## config.mk

```make
export PLATFORM = sky130hd
export DESIGN_NAME = cbad_decode
export DESIGN_NICKNAME = d
export VERILOG_FILES = /design/src/cbad_pkg.sv /design/src/cbad_decode.sv
export SDC_FILE = /design/constraint.sdc
export NUM_CORES = 1
export LEC_CHECK = 0
export BUFFER_PORTS_ARGS = -buffer_cell sky130_fd_sc_hd__buf_2
export CAP_MARGIN = 25
export CORE_MARGIN = 5
export CORE_UTILIZATION = 44
export DETAILED_ROUTE_END_ITERATION = 8
export MAX_ROUTING_LAYER = met4
export PLACE_DENSITY = 0.93
export SYNTH_ARGS = -nofsm -noshare
export SYNTH_HDL_FRONTEND = slang
export SYNTH_SLANG_ARGS = --single-unit
export TNS_END_PERCENT = 10
```

## constraint.sdc

```tcl
create_clock -name vclk -period 4.1
set_input_delay 0.82 -clock vclk [all_inputs]
set_output_delay 0.82 -clock vclk [all_outputs]
set_load 0.005 [all_outputs]
```

## src/cbad_pkg.sv

```systemverilog
// Package for the console bus address decoder: transaction types, target and
// command codes, memory map constants. No dependencies.
package cbad_pkg;

    localparam int RAM_ADDR_W = 11;
    localparam int RAM_DATA_W = 8;
    localparam int CLR_CNT_W  = RAM_ADDR_W + 1;

    typedef enum logic [1:0] {
        CMD_CPU_RD = 2'd0,
        CMD_CPU_WR = 2'd1,
        CMD_VID_RD = 2'd2,
        CMD_VID_WR = 2'd3
    } cmd_t;

    typedef enum logic [3:0] {
        TGT_CPU_RAM   = 4'd0,
        TGT_VIDEO_REG = 4'd1,
        TGT_AUDIO     = 4'd2,
        TGT_PAD1      = 4'd3,
        TGT_PAD2      = 4'd4,
        TGT_STROBE    = 4'd5,
        TGT_DMA       = 4'd6,
        TGT_PRG       = 4'd7,
        TGT_CHR       = 4'd8,
        TGT_NAMETABLE = 4'd9,
        TGT_PALETTE   = 4'd10,
        TGT_NONE      = 4'd11
    } target_t;

    typedef enum logic [1:0] {
        MIR_SCREEN_LO = 2'd0,
        MIR_SCREEN_HI = 2'd1,
        MIR_VERTICAL  = 2'd2,
        MIR_HORIZ     = 2'd3
    } mirror_t;

    localparam logic [15:0] ADDR_VREG_BASE   = 16'h2000;
    localparam logic [15:0] ADDR_IO_BASE     = 16'h4000;
    localparam logic [15:0] ADDR_TEST_BASE   = 16'h4018;
    localparam logic [15:0] ADDR_PRG_BASE    = 16'h4020;
    localparam logic [15:0] ADDR_PAL_BASE    = 16'h3F00;
    localparam logic [15:0] ADDR_AUD_GAP0    = 16'h4009;
    localparam logic [15:0] ADDR_AUD_GAP1    = 16'h400D;
    localparam logic [15:0] ADDR_AUD_LAST    = 16'h4013;
    localparam logic [15:0] ADDR_DMA         = 16'h4014;
    localparam logic [15:0] ADDR_APU_STATUS  = 16'h4015;
    localparam logic [15:0] ADDR_PAD1        = 16'h4016;
    localparam logic [15:0] ADDR_PAD2        = 16'h4017;
    localparam logic [15:0] VREG_MASK        = 16'h2007;
    localparam logic [15:0] NT_MASK          = 16'h2FFF;
    localparam logic [15:0] PAL_MASK         = 16'h3F1F;

    typedef struct packed {
        cmd_t        command;
        logic [15:0] address;
        logic [7:0]  write_data;
    } req_t;

    typedef struct packed {
        target_t     target;
        logic [15:0] device_address;
        logic [7:0]  read_data;
        logic        fault;
    } rsp_t;

    typedef struct packed {
        target_t                 target;
        logic [15:0]             device_address;
        logic                    fault;
        logic                    wram_we;
        logic                    wram_re;
        logic                    nt_we;
        logic                    nt_re;
        logic [RAM_ADDR_W-1:0]   ram_addr;
    } dec_t;

endpackage

```

## src/cbad_decode.sv

```systemverilog
// Memory map decode of one bus transaction, including nametable mirroring
// and palette aliasing. Depends on cbad_pkg.
module cbad_decode (
    input  cbad_pkg::req_t   req,
    input  logic [1:0]       mirror_mode,
    output cbad_pkg::dec_t   dec
);

    logic        video;
    logic        write;
    logic [15:0] a;
    logic        upper;
    logic        audio_wr;
    logic [15:0] pal;

    assign video = req.command[1];
    assign write = req.command[0];
    assign a     = req.address;

    always_comb
    begin
        case (cbad_pkg::mirror_t'(mirror_mode))
            cbad_pkg::MIR_SCREEN_LO: upper = 1'b0;
            cbad_pkg::MIR_SCREEN_HI: upper = 1'b1;
            cbad_pkg::MIR_VERTICAL:  upper = a[10];
            cbad_pkg::MIR_HORIZ:     upper = a[11];
            default:                 upper = 1'b0;
        endcase
    end

    assign audio_wr = (a <= cbad_pkg::ADDR_AUD_LAST && a != cbad_pkg::ADDR_AUD_GAP0 &&
                       a != cbad_pkg::ADDR_AUD_GAP1) ||
                      a == cbad_pkg::ADDR_APU_STATUS || a == cbad_pkg::ADDR_PAD2;

    // 0x3F10/14/18/1C fold onto 0x3F00/04/08/0C
    always_comb
    begin
        pal = a & cbad_pkg::PAL_MASK;
        if (pal[1:0] == 2'b00)
        begin
            pal[4] = 1'b0;
        end
    end

    always_comb
    begin
        dec.target         = cbad_pkg::TGT_NONE;
        dec.device_address = 16'h0000;
        dec.fault          = 1'b0;
        dec.wram_we        = 1'b0;
        dec.wram_re        = 1'b0;
        dec.nt_we          = 1'b0;
        dec.nt_re          = 1'b0;
        dec.ram_addr       = a[cbad_pkg::RAM_ADDR_W-1:0];
        if (!video)
        begin
            if (a < cbad_pkg::ADDR_VREG_BASE)
            begin
                dec.target         = cbad_pkg::TGT_CPU_RAM;
                dec.device_address = {5'b0, a[cbad_pkg::RAM_ADDR_W-1:0]};
                dec.wram_we        = write;
                dec.wram_re        = !write;
            end
            else if (a < cbad_pkg::ADDR_IO_BASE)
            begin
                dec.target         = cbad_pkg::TGT_VIDEO_REG;
                dec.device_address = a & cbad_pkg::VREG_MASK;
            end
            else if (a < cbad_pkg::ADDR_TEST_BASE)
            begin
                if (!write)
                begin
                    dec.device_address = a;
                    if (a == cbad_pkg::ADDR_APU_STATUS)
                    begin
                        dec.target = cbad_pkg::TGT_AUDIO;
                    end
                    else if (a == cbad_pkg::ADDR_PAD1)
                    begin
                        dec.target = cbad_pkg::TGT_PAD1;
                    end
                    else if (a == cbad_pkg::ADDR_PAD2)
                    begin
                        dec.target = cbad_pkg::TGT_PAD2;
                    end
                    else
                    begin
                        dec.device_address = 16'h0000;
                    end
                end
                else if (audio_wr)
                begin
                    dec.target         = cbad_pkg::TGT_AUDIO;
                    dec.device_address = a;
                end
                else if (a == cbad_pkg::ADDR_DMA)
                begin
                    dec.target         = cbad_pkg::TGT_DMA;
                    dec.device_address = {req.write_data, 8'h00};
                end
                else if (a == cbad_pkg::ADDR_PAD1)
                begin
                    dec.target         = cbad_pkg::TGT_STROBE;
                    dec.device_address = a;
                end
            end
            else if (a < cbad_pkg::ADDR_PRG_BASE)
            begin
                dec.fault = 1'b1;
            end
            else
            begin
                dec.target         = cbad_pkg::TGT_PRG;
                dec.device_address = a;
            end
        end
        else
        begin
            if (a < cbad_pkg::ADDR_VREG_BASE)
            begin
                dec.target         = cbad_pkg::TGT_CHR;
                dec.device_address = a;
            end
            else if (a < cbad_pkg::ADDR_PAL_BASE)
            begin
                dec.target         = cbad_pkg::TGT_NAMETABLE;
                dec.ram_addr       = {upper, a[9:0]};
                dec.device_address = {5'b0, upper, a[9:0]};
                dec.nt_we          = write;
                dec.nt_re          = !write;
            end
            else if (a < cbad_pkg::ADDR_IO_BASE)
            begin
                dec.target         = cbad_pkg::TGT_PALETTE;
                dec.device_address = pal;
            end
            else
            begin
                dec.fault = 1'b1;
            end
        end
    end

endmodule
```

==> results_dict.tcl <==
set metrics [dict create \
    nClkBuffers 0 \
    area_growth_pct 29.4 \
    wl_per_cell_um 15.1 \
    synth_area_per_cell_um2 6.43 \
    drt-initial-drc-count 53 \
    synth-seq-area-share_pct 0 \
    nFlopsAndLatches 0 \
    hold_start "req[14]" \
    routed_via_density 6.12 \
    max-vdd-ir-drop_mv 0.0315 \
    met1_usage_pct 24.3 \
    grt_pass1_vias 955 \
    slew_viol_final 0 \
    max_freq_mhz 306 \
    critPathKind "in2out" \
    drc 0 \
    p_total_w 0.0000871 \
    overflow 0 \
    holdPathStages 2 \
    core-area_um2 1690 \
    cts_resized 0 \
    met2_usage_pct 36.2 \
    yosysWarnings 0 \
    initial_core_util_pct 44.9 \
    num_vias 1120 \
    synth_area_leaders "buf_4 (11%), nor2_1 (6.4%), o21ai_0 (5.9%)" \
    die_height_um 51.5 \
    met3_usage_pct 2.01 \
    post-cts-setup-buffer-count 0 \
    maxCapViolations 0 \
    worstHoldPathType "in2out" \
    pwr_density_cell_nw_per_um2 88.7 \
    diodes 0 \
    nets 196 \
    crit_fanout 10 \
    final.fill_count 163 \
    grt_use_total_pct 19.7 \
    dpl_worst_slack_ps 887 \
    rsz0062_at_grt "false" \
    die-width_um 51.5 \
    worst_pin_slew_ps 435 \
    setup_tns_ps 0 \
    grt_max_degree 14 \
    critPathCaptureType "output port" \
    finalSetupViolCount 0 \
    first_pass_iters 4 \
    post-route-util_pct 58.1 \
    wl_mm 2.76 \
    synth.largest_area_cell "buf_4" \
    status "completed" \
    required_ps 3280 \
    place.port_buffers 64 \
    seq_area_um2 0 \
    dieArea_um2 2650 \
    syn_nets 146 \
    yosysUniqueCellTypes 45 \
    hold_viol_final 0 \
    fin_crit_sh_pct 79.6 \
    dp_hpwl_mm 2.23 \
    top_usage_layer "met2" \
    start_kind "primary input" \
    final.min_clock_period_ps 3260 \
    syn_inst 118 \
    drive_gt1_share_pct 46.4 \
    row_count 15 \
    hold_end "dec[6]" \
    globalplace.congestion 0.901 \
    antenna_found_initial 0 \
    ctsHoldBuffers 0 \
    grt_pass1_wl_mm 4.20 \
    relSlewSlack_pct 71.0 \
    worst_slack_ps 836 \
    io_pins 64 \
    syn_area_um2 758 \
    p_leak_nw 0.519 \
    postRouteAntennaNets 0 \
    synth_top_area_share_pct 10.9 \
    worstPathArrival_ps 2440 \
]
cell usage after synthesis (all sizes together), types with 2 or more instances:
master,count
inv,4
o21ai,12
or2,3
a221o,3
a21o,2
o21a,2
nand3,3
o211ai,3
a31oi,2
a21oi,7
buf,15
nor2,14
and2,3
nor2b,3
and3,5
nand2,11
nor4,2
a22o,3
nor3,3
nand4,2
routing by layer:
metal	vias to the layer above	part of all wire [%]
met5	-	0
met4	0	0.91
met3	4	9.5
met2	71	51
met1	519	39
li1	526	-
cell families (layout without fill, tap and decap cells):
family / count (synthesis) / count (layout) / synth area share, %
AO/OA/AOI/OAI: 42 / 42 / 40.3
buffers and inverters: 20 / 68 / 17.7
AND/OR/NAND/NOR: 56 / 56 / 42.1
placed cells by master, fill, tap and decap left out, types with 2 or more instances in the layout:
| master | n |
|---|---|
| o211ai_1 | 3 |
| nand2_1 | 11 |
| nor2b_1 | 3 |
| buf_2 | 64 |
| o21ai_0 | 9 |
| inv_1 | 4 |
| or2_2 | 2 |
| nor3_1 | 2 |
| nor2_1 | 13 |
| a21oi_1 | 7 |
| and3_1 | 5 |
| nand3_1 | 3 |
| o21ai_1 | 2 |
| nand4_1 | 2 |
| and2_1 | 3 |
| a22o_1 | 3 |
| o21a_1 | 2 |
| a221o_1 | 3 |
| a21o_2 | 2 |
worst max path at each step:
stage	from	to	slack, ps	cells past startpoint
floorplan	req[8]	dec[27]	1400	6
global placement	req[19]	dec[27]	980	6
detailed placement	req[13]	dec[27]	890	6
CTS	req[13]	dec[27]	880	6
global route	req[19]	dec[27]	770	6
finish	req[13]	dec[27]	840	6
critical path, stage by stage:
cell and delay [ps]:
buf_2 110, nor3_1 380, and3_1 510, a31oi_4 190, a221o_1 310, buf_2 130
per-stage QoR:
stage	cells	hold WS [ps]	instance area, µm²
floorplan	118	1670	758
global placement	183	1830	981
detailed placement	183	1830	981
CTS	183	1840	981
global route	183	1850	981
finish	183	1840	981
layout make-up:
| type | instances | area [µm²] | area share, % |
|---|---|---|---|
| Inverter | 4 | 15.0 | 1.53 |
| Timing Repair Buffer | 64 | 320 | 32.7 |
| Multi-Input combinational cell | 98 | 624 | 63.6 |
| Tap cell | 17 | 21.3 | 2.17 |
power breakdown:
part	switching [W]	internal [W]
registers	0	0
clock network	0	0
logic	0.0000473	0.0000397
total	0.0000473	0.0000397
Power figures use the tool's default switching activity.
